==> config.mk <==
export PLATFORM = sky130hd
export DESIGN_NAME = npcs_dist
export DESIGN_NICKNAME = d
export VERILOG_FILES = /design/src/npcs_pkg.sv /design/src/npcs_dist.sv
export SDC_FILE = /design/constraint.sdc
export NUM_CORES = 1
export LEC_CHECK = 0
export ABC_AREA = 1
export BUFFER_PORTS_ARGS = -buffer_cell sky130_fd_sc_hd__buf_2
export CORE_ASPECT_RATIO = 1.25
export CORE_MARGIN = 10
export CORE_UTILIZATION = 40
export CTS_BUF_LIST = sky130_fd_sc_hd__clkbuf_8
export CTS_CLUSTER_DIAMETER = 150
export DETAILED_ROUTE_END_ITERATION = 6
export SLEW_MARGIN = 15
export SYNTH_ARGS = -nofsm -noshare
export SYNTH_HDL_FRONTEND = slang
export SYNTH_SLANG_ARGS = --single-unit
==> constraint.sdc <==
create_clock -name clk -period 2.9 [get_ports clk]
set_input_delay 0.58 -clock clk [delete_from_list [all_inputs] [get_ports clk]]
set_output_delay 0.58 -clock clk [all_outputs]
set_load 0.005 [all_outputs]
==> src/npcs_pkg.sv <==
`default_nettype none
package npcs_pkg;

    localparam int CH_W      = 8;
    localparam int SQ_W      = 2 * CH_W;
    localparam int DIST_W    = 18;
    localparam int IDX_W     = 8;
    localparam int ENTRY_W   = 3 * CH_W;
    localparam int S_TDATA_W = 32;
    localparam int M_TDATA_W = 32;
    localparam int M_PAD_W   = M_TDATA_W - DIST_W - IDX_W;

    localparam logic ACT_LOAD  = 1'b0;
    localparam logic ACT_QUERY = 1'b1;

    typedef enum logic [1:0] {
        ST_IDLE,
        ST_SCAN,
        ST_DRAIN,
        ST_PUSH
    } state_t;

    typedef struct packed {
        logic valid;
        logic last;
    } beat_ctl_t;

endpackage
`default_nettype wire

==> src/npcs_dist.sv <==
`default_nettype none
module npcs_dist (
    input  wire logic                     clk,
    input  wire logic                     rst_n,
    input  wire logic [npcs_pkg::CH_W-1:0]    q_red,
    input  wire logic [npcs_pkg::CH_W-1:0]    q_green,
    input  wire logic [npcs_pkg::CH_W-1:0]    q_blue,
    input  wire logic [npcs_pkg::ENTRY_W-1:0] entry,
    input  wire npcs_pkg::beat_ctl_t          in_ctl,
    output logic      [npcs_pkg::DIST_W-1:0]  sum_sq,
    output npcs_pkg::beat_ctl_t               out_ctl
);

    localparam int CW = npcs_pkg::CH_W;
    localparam int SW = npcs_pkg::SQ_W;
    localparam int DW = npcs_pkg::DIST_W;

    logic [CW-1:0] d_r, d_g, d_b;
    logic [CW-1:0] e_r, e_g, e_b;
    logic [SW-1:0] sq_r_reg, sq_g_reg, sq_b_reg;
    logic [DW-1:0] dist_reg;
    npcs_pkg::beat_ctl_t sq_ctl_reg, dist_ctl_reg;

    assign e_r = entry[3*CW-1:2*CW];
    assign e_g = entry[2*CW-1:CW];
    assign e_b = entry[CW-1:0];

    always_comb
    begin
        d_r = (q_red   >= e_r) ? (q_red   - e_r) : (e_r - q_red);
        d_g = (q_green >= e_g) ? (q_green - e_g) : (e_g - q_green);
        d_b = (q_blue  >= e_b) ? (q_blue  - e_b) : (e_b - q_blue);
    end

    always_ff @(posedge clk or negedge rst_n)
    begin
        if (!rst_n)
        begin
            sq_ctl_reg   <= '0;
            dist_ctl_reg <= '0;
        end
        else
        begin
            sq_ctl_reg   <= in_ctl;
            dist_ctl_reg <= sq_ctl_reg;
        end
    end

    always_ff @(posedge clk)
    begin
        sq_r_reg <= SW'(d_r) * SW'(d_r);
        sq_g_reg <= SW'(d_g) * SW'(d_g);
        sq_b_reg <= SW'(d_b) * SW'(d_b);
        dist_reg <= DW'(sq_r_reg) + DW'(sq_g_reg) + DW'(sq_b_reg);
    end

    assign sum_sq  = dist_reg;
    assign out_ctl = dist_ctl_reg;

endmodule
`default_nettype wire

After elaboration in Yosys (flattened, before gate mapping)
Cells that the tools add are included.
- add/sub/neg operators: 8
- $mul: 3
- magnitude comparators: 3
- multiplexer cells: 3
- operators by type and width (cell ; number):
    $mul A8 B8 Y16 ; 3
    $sub A8 B8 Y8 ; 6
    $ge A8 B8 Y1 ; 3
    $mux W8 ; 3
    $add A17 B16 Y18 ; 1
    $add A16 B16 Y17 ; 1
- register bits after elaboration: 70
- input port bits: 52
- output and inout bits: 20
- word-level logic and storage cells: 25

Depth between registers and ports, before layout
Gate-level depths: netlist (run 1).
- word-level depth: 3
- mapped depth: 30
- depth with buffers taken out: 30

Least setup slack after synthesis (run 1)
Ideal clock, no wire load.
- path type: in2reg
- start point: input port q_green[0] in the netlist's numbering
- end point: register sq_g_reg[13]
- library setup time: 0.112 ns
- arrival: 5.318 ns
- data required time: 2.788 ns
- slack: -2.530 ns
- cell stages on the path: 27
- buffers on the path: 0
- path through: inv_1 > ha_1 > inv_1 > fa_1 > nand3_1 > nand3_1 > a21oi_2 > nand2_1 > nand2_2 > inv_2 > nor2_2 > inv_1 > fa_1 > inv_1 > fa_1 > inv_1 > fa_1 > fa_1 > inv_1 > ha_1 > a21oi_1 > a21boi_0 > o21ai_0 > nand2_1 > nand2_1 > nand2_1 > nand2_1
- longest elaborated chain between the ends: 3
- elaborated cells between the ends (all ways): 5
- classes of those cells: add/sub: 2; mul: 1; order compare: 1; mux: 1
- ends and longest elaborated chain (item ; RTL line ; RTL):
    from (decl) ; npcs_dist.sv:6 ; input wire logic [npcs_pkg::CH_W-1:0] q_green,
    $sub A8 B8 Y8 / $ge A8 B8 Y1 (equally long branches) ; npcs_dist.sv:31 ; d_g = (q_green >= e_g) ? (q_green - e_g) : (e_g - q_green);
    $mux W8 * ; npcs_dist.sv:31 ;
    $mul A8 B8 Y16 * ; npcs_dist.sv:52 ; sq_g_reg <= SW'(d_g) * SW'(d_g);
    to (signal assigned) ; npcs_dist.sv:52 ;
    to (decl) ; npcs_dist.sv:20 ; logic [SW-1:0] sq_r_reg, sq_g_reg, sq_b_reg;
Mark *: on every way between the ends. The rest lies on a longest branch, timed or not.

Worst setup path in the final report (run 1)
- start point: input port q_blue[0] in the netlist's numbering
- end point: register sq_b_reg[10]
- longest elaborated chain between the ends: 3
- elaborated cells between the ends (all ways): 5
- classes of those cells: add/sub: 2; mul: 1; order compare: 1; mux: 1
- ends and longest elaborated chain (item ; RTL line ; RTL):
    from (decl) ; npcs_dist.sv:7 ; input wire logic [npcs_pkg::CH_W-1:0] q_blue,
    $sub A8 B8 Y8 / $ge A8 B8 Y1 (equally long branches) ; npcs_dist.sv:32 ; d_b = (q_blue >= e_b) ? (q_blue - e_b) : (e_b - q_blue);
    $mux W8 * ; npcs_dist.sv:32 ;
    $mul A8 B8 Y16 * ; npcs_dist.sv:53 ; sq_b_reg <= SW'(d_b) * SW'(d_b);
    to (signal assigned) ; npcs_dist.sv:53 ;
    to (decl) ; npcs_dist.sv:20 ;
Marks and branches as above.

==> impl_metrics.tcl, run 1 <==
set metrics [dict create \
    crit_buf_inv 8 \
    drtAntennaViolNets 0 \
    critPathSlowestCell "fa_1" \
    rows 64 \
    num_vias 9447 \
    syn_avg_cell_area_um2 7.392 \
    cp_slowest_stage_delay_ps 560 \
    syn-cell-area_um2 10060 \
    via_per_inst 4.588 \
    synth_edf_count 0 \
    antenna_cells 0 \
    fmax_mhz 206.2 \
    finalCritPeriodShare 1.672 \
    synth_top_area_cell "fa_1" \
    synth_area_leaders "fa_1 19%, ha_1 19%, dfxtp_1 13%, nand2_1 12%, inv_1 11%" \
    hp-class "in2reg" \
    skew_ps 11.01 \
    grt_pass1_vias 9643 \
    clkLatencyLatePin_ps 360 \
    multiInputGateArea_um2 9315 \
    grt-busiest-layer "met2" \
    cap_violations 0 \
    fin_util 0.6212 \
    grt_pass1_wl_mm 42.02 \
    grtUsageMet1 0.1748 \
    critPathRequiredTime_ps 3150 \
    layout.nets 2022 \
    final.setup.tns_ps -61790 \
    setup_viol 36 \
    grt_overflow 0 \
    first_pass_iters 5 \
    grt_setup_unrepaired "yes" \
    period_minus_slack_ps 4849 \
    cts_tree "yes" \
    dp_hpwl_mm 20.54 \
    clock-sinks 67 \
    fp.dieH_um 197.3 \
    setup_slack_ps -1949 \
    fin_area_um2 15320 \
    violations "setup timing" \
    antenna_found_initial 0 \
    synth_seq_cells 67 \
    drive_above_1_share 0.4280 \
    worstSetupPathType "in2reg" \
    crit_fanout 6 \
    groute.usage.overall 0.1537 \
    hold_viol_final 0 \
    yosys.area.top_type_share 0.1930 \
    clk_pin_slew_ps 80 \
    initial_core_util 0.4079 \
    grtUsageMet2 0.3014 \
    dieArea_um2 31940 \
    die_x_um 161.9 \
    io_buffers 71 \
    drv_slew 0 \
    num-fill-cells 2140 \
    largest_register_ffs 18 \
    end_kind "register" \
    dpl.cell_count 1994 \
    drc 0 \
    routedWlPerCell_um 12.24 \
    cpLargestDelayFamily "adder cells" \
    cts_buffer_depth 2 \
    outcome "finished with violations" \
    synthCells 1361 \
    use_met3 0.02023 \
    yosysSeqAreaShare 0.1353 \
    netlist-cell-type-count 39 \
    synth_ff_type "dfxtp_1" \
    yosys_warnings 0 \
    drt-initial-drc-count 318 \
    async_reset_ff_frac 0.05970 \
    cp.arrival_ps 5100 \
    cp_common_cell "fa_1" \
    seq_area_um2 1361 \
    final_cell_count_no_fill 2059 \
    grt_max_degree 14 \
    placed_area_um2 13270 \
    htree_levels 3 \
    drt_wl_total_mm 25.21 \
    area_growth_pct 52.28 \
    gp_congestion 0.8722 \
    clockRootBuffer "clkbuf_8" \
    coreArea_um2 24660 \
    num_io_pins 72 \
    critPathLaunchType "input port" \
    numCtsBuffers 9 \
]
==> cells in the final DEF, fill, tap and decap left out, drive strengths merged <==
| cell | Yosys | layout |
|---|---|---|
| a21oi | 59 | 59 |
| nand2 | 339 | 339 |
| dfxtp | 63 | 63 |
| o21a | 1 | 1 |
| ha | 149 | 149 |
| dfrtp | 4 | 4 |
| dlygate4sd3 | 0 | 1 |
| fa | 97 | 97 |
| bufinv | 0 | 2 |
| o2111ai | 4 | 4 |
| inv | 311 | 312 |
| conb | 1 | 3 |
| nor2 | 127 | 127 |
| nand4 | 10 | 10 |
| xor2 | 43 | 43 |
| or2 | 3 | 3 |
| a21boi | 6 | 6 |
| o21ai | 24 | 24 |
| buf | 6 | 353 |
| clkinv | 0 | 3 |
| nor3 | 3 | 3 |
| a31oi | 3 | 3 |
| nand3 | 64 | 66 |
| xnor2 | 21 | 21 |
| o21bai | 16 | 16 |
| clkbuf | 0 | 10 |
| a21o | 5 | 5 |
| and3 | 2 | 2 |
==> through the flow <==
stage          setup slack [ps]  hold slack, ps
3_3_place_gp              -2391           335.5
2_1_floorplan             -2188           284.4
6_report                  -1949           323.0
5_1_grt                   -2141           307.9
3_5_place_dp              -2493           340.3
4_1_cts                   -1931           306.8
==> worst paths after layout <==
path                                    start            end  slack (ps)  depth (start not counted)
min in group asynchronous               rst_n  sq_ctl_reg[1]         540                          2
max in group asynchronous               rst_n     out_ctl[0]        2240                          2
worst max register to register    sq_g_reg[4]     sum_sq[17]         620                         10
worst min-delay path                in_ctl[1]  sq_ctl_reg[1]         320                          1
worst min register to register  sq_ctl_reg[0]     out_ctl[0]         360                          0
worst max-delay path                q_blue[0]   sq_b_reg[10]       -1950                         27
==> per-layer routing <==
| layer | wire length (µm) | share of wire | up-vias |
|---|---|---|---|
| met1 | 10430 | 0.41 | 4425 |
| met4 | 262 | 0.010 | 0 |
| met2 | 13900 | 0.55 | 120 |
| met5 | 0 | 0 | - |
| li1 | - | - | 4883 |
| met3 | 613 | 0.024 | 19 |
==> synth_stat cells (13+ instances only) <==
library cell	n
nand2_1	312
inv_1	301
ha_1	149
nor2_1	116
fa_1	97
dfxtp_1	63
nand3_1	61
a21oi_1	55
xor2_1	43
xnor2_1	21
o21ai_0	16
nand2_2	15
o21bai_1	13
==> area by class of cell <==
| cell class | instances | area share |
|---|---|---|
| multi-input cells | 981 | 0.6080 |
| well taps | 330 | 0.02695 |
| clock buffers | 10 | 0.008983 |
| clock inverters | 6 | 0.006207 |
| repair buffers | 354 | 0.1796 |
| flip-flops and latches | 67 | 0.08885 |
| inverters | 311 | 0.08142 |
==> repair_timing <==
item | in CTS | in global routing
endpoints found under the setup margin | 36 | 36
hold buffers | 1 | 0
gates cloned | 2 | 0
pin swaps | 122 | 99
setup buffers | 29 | 29
hold endpoints to repair | 1 | 0
resized for setup | 159 | 162
==> worst reg2reg max path: stages, from the launching register on <==
cell and delay (ps):
dfxtp_1 380, fa_1 440, ha_1 360, a21oi_1 160, nand2_1 100, a21oi_1 280
o21bai_1 140, nand2_1 100, nand2_1 80, nand2_1 60, o21ai_0 70
==> kinds of logic (layout without fill, tap and decap cells) <==
group | after synthesis | in the layout | synth area share
xor gates and xnor gates | 64 | 64 | 0.05571
adders and majority gates | 246 | 246 | 0.3783
and+or+nand+nor | 548 | 550 | 0.2379
buffers and inverters | 317 | 681 | 0.1219
AOI/OAI and AO/OA | 118 | 118 | 0.07051
DFF | 67 | 67 | 0.1353
other | 1 | 3 | 0.0003727
Power of run 1 is not shown: default switching activity piles up to over one toggle a cycle in this logic, so the estimate is an artifact.
==> run 2, diff against run 1 <==
- CORE_UTILIZATION: 40 -> 50
- PLACE_DENSITY: default -> 0.68
- SETUP_SLACK_MARGIN: default -> 0.3
==> run 2 against run 1 <==
Against the previous run: the run still ends with setup timing left; global-route usage up 4.2 points; routed wire length grew 9.8%; hold slack worse by 310 ps; setup slack worse by 140 ps; register-to-register slack lost 100 ps; first-iteration DRC count is 2.5% lower; critical path type unchanged; highest routed layer unchanged.
==> impl_metrics.tcl, run 2 (same netlist as run 1, synthesis figures left out) <==
set metrics [dict create \
    grt_max_degree 13 \
    worstSetupPathType "in2reg" \
    cts_buffer_depth 2 \
    fp.dieH_um 178.6 \
    multiInputGateArea_um2 9356 \
    final_cell_count_no_fill 1990 \
    crit_fanout 5 \
    critPathSlowestCell "fa_2" \
    violations "setup timing" \
    grt_pass1_wl_mm 43.80 \
    critPathRequiredTime_ps 3180 \
    drt_wl_total_mm 27.68 \
    cap_violations 0 \
    cts_hold_buf 0 \
    clkLatencyLatePin_ps 360 \
    grt_overflow 0 \
    largest_register_ffs 18 \
    hp-class "in2async" \
    final_cell_mix "242 x nand2_1, 238 x inv_1, 220 x buf_4" \
    clk_pin_slew_ps 80 \
    skew_ps 13.78 \
    crit_start "q_red[0]" \
    antenna_cells 0 \
    critPathLaunchType "input port" \
    drtAntennaViolNets 0 \
    grt_setup_unrepaired "yes" \
    wl_met2_mm 15.69 \
    coreArea_um2 19610 \
    period_minus_slack_ps 4993 \
    cp.arrival_ps 5280 \
    dr_wl_met3_um 713 \
    gp_congestion 0.8684 \
    area_growth_pct 51.88 \
    die_x_um 146.9 \
    setup_slack_ps -2093 \
    seq_area_um2 1361 \
    hold_viol_final 0 \
    cp_slowest_stage_delay_ps 550 \
    io_buffers 71 \
    finalCritPeriodShare 1.722 \
    numCtsBuffers 9 \
    reg2reg_from "sq_r_reg[4]" \
    drt-initial-drc-count 310 \
    num-fill-cells 1299 \
    drc 0 \
    topRoutingLayerUsed "met4" \
    post-place-ws_ps -2462 \
    final_common_cell "nand2_1" \
    drv_slew 0 \
    grt_pass1_vias 10130 \
    num_io_pins 72 \
    initial_core_util 0.5130 \
    setup_viol 36 \
    m1WireLength_mm 10.62 \
    dp_hpwl_mm 20.57 \
    layout.nets 2018 \
    via_per_inst 4.909 \
    num_vias 9769 \
    clockRootBuffer "clkbuf_8" \
    dieArea_um2 26230 \
    end_kind "register" \
    fmax_mhz 200.3 \
    routedWlPerCell_um 13.91 \
    rows 57 \
    drive_above_1_share 0.4319 \
    cts_tree "yes" \
    clock-sinks 67 \
    htree_levels 3 \
    groute.usage.overall 0.1960 \
    dpl.cell_count 1929 \
    first_pass_iters 4 \
    outcome "finished with violations" \
    antenna_found_initial 0 \
]
-- run 2: cell count changes in the layout (fill, tap and decap cells not counted), sizes merged --
cell	previous run	this run
clkbuf	10	11
clkinvlp	0	2
nand3	66	65
dlygate4sd3	1	0
inv	312	310
buf	353	350
-- run 2: layer usage --
layer	up-vias	track usage
met2	156	0.3946
met3	57	0.01926
met4	0	0.05096
li1	4867	-
met1	4689	0.2109
met5	-	0
-- run 2: layout make-up --
class | count | share of cell area
Multi-Input combinational cell | 980 | 0.6123
Timing Repair Buffer | 351 | 0.1805
Inverter | 311 | 0.08163
Clock inverter | 6 | 0.005813
Clock buffer | 10 | 0.009007
Sequential cell | 67 | 0.08909
Tap cell | 265 | 0.02170
-- run 2: path summary, 6_finish.rpt --
path,depth (start not counted),to,slack [ps]
max in group asynchronous,1,out_ctl[0],2760
worst min-delay path,1,sq_ctl_reg[0],20
worst max register to register,10,sum_sq[17],520
worst min register to register,0,out_ctl[0],370
worst max-delay path,26,sq_r_reg[12],-2090
min in group clk,1,sq_ctl_reg[0],340
-- run 2: repair_timing --
action | in CTS | in global routing
setup buffers | 24 | 20
pin swaps | 116 | 85
gates resized for setup | 188 | 146
endpoints found under the setup margin | 39 | 39
cloned | 1 | 0
-- run 2: worst max-delay path: cells and delay by family --
kind / cells / cell delay, ps
compound gates: 2 / 290
simple gates: 8 / 850
xor+xnor: 1 / 210
fa+ha+maj: 7 / 2710
buf+inv: 8 / 620
-- run 2: stage by stage --
step / hold slack (ps) / cell area, µm² / TNS, ps / utilization
finish: 16.32 / 15280 / -64040 / 0.7791
CTS: 12.38 / 14450 / -60730 / 0.7368
floorplan: 284.4 / 10790 / -63910 / -
detailed placement: 341.9 / 13220 / -79910 / 0.6739
global route: 16.20 / 15280 / -70130 / 0.7791
global placement: 343.4 / 13220 / -77100 / 0.6739
Power of run 2 is left out for the same reason.
==> run 3, diff against run 2 <==
- BUFFER_PORTS_ARGS: -buffer_cell sky130_fd_sc_hd__buf_2 -> -buffer_cell sky130_fd_sc_hd__clkbuf_2
==> run 3 against run 2 <==
Against the previous run: the run still ends with setup timing left; routed wire length increased by 0.85%; setup slack got worse by 12 ps; global-route usage decreased by 0.080 points; register-to-register slack got worse by 80 ps; critical path type unchanged; critical path depth unchanged; largest cell class unchanged; first-iteration DRC count increased by 32%; non-clock buffer count unchanged.
==> impl_metrics.tcl, run 3 (same netlist as run 1, synthesis figures left out) <==
set metrics [dict create \
    coreArea_um2 19610 \
    numCtsBuffers 9 \
    final_cell_mix "246 x nand2_1, 238 x inv_1, 221 x buf_4" \
    clockRootBuffer "clkbuf_8" \
    area_growth_pct 52.48 \
    clk_pin_slew_ps 80 \
    layout.nets 2019 \
    fmax_mhz 199.8 \
    dpl.cell_count 1931 \
    drv_slew 0 \
    finalCritPeriodShare 1.726 \
    antenna_found_initial 0 \
    outcome "finished with violations" \
    cts_hold_buf 0 \
    groute.usage.overall 0.1952 \
    period_minus_slack_ps 5005 \
    rrSetupSlack_ps 440 \
    skew_ps 14.34 \
    drive_above_1_share 0.4328 \
    grt_max_degree 14 \
    antenna_cells 0 \
    grt_setup_unrepaired "yes" \
    clkLatencyLatePin_ps 360 \
    final_common_cell "nand2_1" \
    rr_worst_depth 10 \
    via_per_inst 4.892 \
    post-place-ws_ps -2510 \
    num_io_pins 72 \
    cts_tree "yes" \
    gp_congestion 0.8493 \
    cp.arrival_ps 5300 \
    final_cell_count_no_fill 1991 \
    reg2reg_from "sq_r_reg[4]" \
    critPathLaunchType "input port" \
    r2r-end "sum_sq[17]" \
    initial_core_util 0.5130 \
    drc 0 \
    drtAntennaViolNets 0 \
    hold_viol_final 0 \
    rows 57 \
    critPathRequiredTime_ps 3190 \
    setup_slack_ps -2105 \
    num-fill-cells 1251 \
    first_pass_iters 5 \
    grt_pass1_vias 10110 \
    largest_register_ffs 18 \
    worstSetupPathType "in2reg" \
    setup_viol 36 \
    dp_hpwl_mm 20.37 \
    num_vias 9740 \
    grt_overflow 0 \
    violations "setup timing" \
    drt-initial-drc-count 408 \
    io_buffers 71 \
    hp-class "in2async" \
    fin_util 0.7822 \
    fp.dieH_um 178.6 \
    clock-sinks 67 \
    routedWlPerCell_um 14.02 \
    htree_levels 3 \
    grt_pass1_wl_mm 43.39 \
    die_x_um 146.9 \
    dieArea_um2 26230 \
    cts_buffer_depth 2 \
    cap_violations 0 \
    drt_wl_total_mm 27.91 \
    end_kind "register" \
    hold-worst-slack_ps 18.14 \
    crit_fanout 6 \
]
-- run 3: cell types whose count changed in the layout (fill, tap and decap cells not counted), sizes merged --
| cell | delta |
|---|---|
| clkinvlp | -2 |
| clkbuf | +68 |
| inv | +1 |
| nand3 | +1 |
| buf | -69 |
| clkinv | +2 |
-- run 3: worst max-delay path by stage --
stage | to | slack, ps | startpoint | depth (start not counted)
finish | sq_b_reg[13] | -2100 | q_blue[0] | 26
global route | sq_b_reg[15] | -2280 | q_blue[4] | 26
detailed placement | sq_b_reg[15] | -2510 | q_blue[0] | 27
floorplan | sq_r_reg[13] | -2190 | q_red[0] | 29
CTS | sq_b_reg[15] | -1950 | q_blue[0] | 27
global placement | sq_b_reg[12] | -2410 | q_blue[0] | 27
-- run 3: area by class of cell --
cell class              instances  area (µm²)  area share
flip-flops and latches         67        1361     0.08874
multi-input cells             981        9412      0.6135
well taps                     265       331.6     0.02161
repair buffers                351        2763      0.1801
clock inverters                 7       100.1    0.006525
inverters                     311        1250     0.08148
clock buffers                   9       123.9    0.008074
-- run 3: per-layer routing --
| metal | vias up | wire length, µm | GRT usage |
|---|---|---|---|
| li1 | 4877 | - | - |
| met1 | 4630 | 10770 | 0.2103 |
| met2 | 171 | 15600 | 0.3906 |
| met3 | 62 | 763 | 0.02307 |
| met4 | 0 | 785 | 0.04887 |
| met5 | - | 0 | 0 |
-- run 3: critical path, cell delays in order --
cell and delay, ps:
clkbuf_16 140, inv_12 40, ha_4 120, inv_4 30, fa_2 340, nand3_2 110
nand3_4 90, buf_6 130, buf_4 140, xor2_4 160, nand2_4 110, nand2_8 80
nor2_4 130, fa_2 480, fa_1 510, fa_1 500, inv_1 50, fa_1 490
inv_2 50, ha_4 290, nand2_2 60, o21a_1 200, nand2_2 120, nand3_2 70
nand2_1 90, xor2_1 170
-- run 3: per-stage QoR --
stage	instance area, µm²	TNS, ps
2_1_floorplan	10790	-63910
3_3_place_gp	13220	-78250
3_5_place_dp	13220	-80720
4_1_cts	14460	-59750
5_1_grt	15340	-70770
6_report	15340	-64550
-- run 3: repair_timing --
item | in CTS | in global routing
setup endpoints to repair | 39 | 39
gates resized for setup | 193 | 151
pin swaps | 98 | 86
gates cloned | 2 | 0
setup buffers | 20 | 22
Power of run 3 is left out for the same reason.
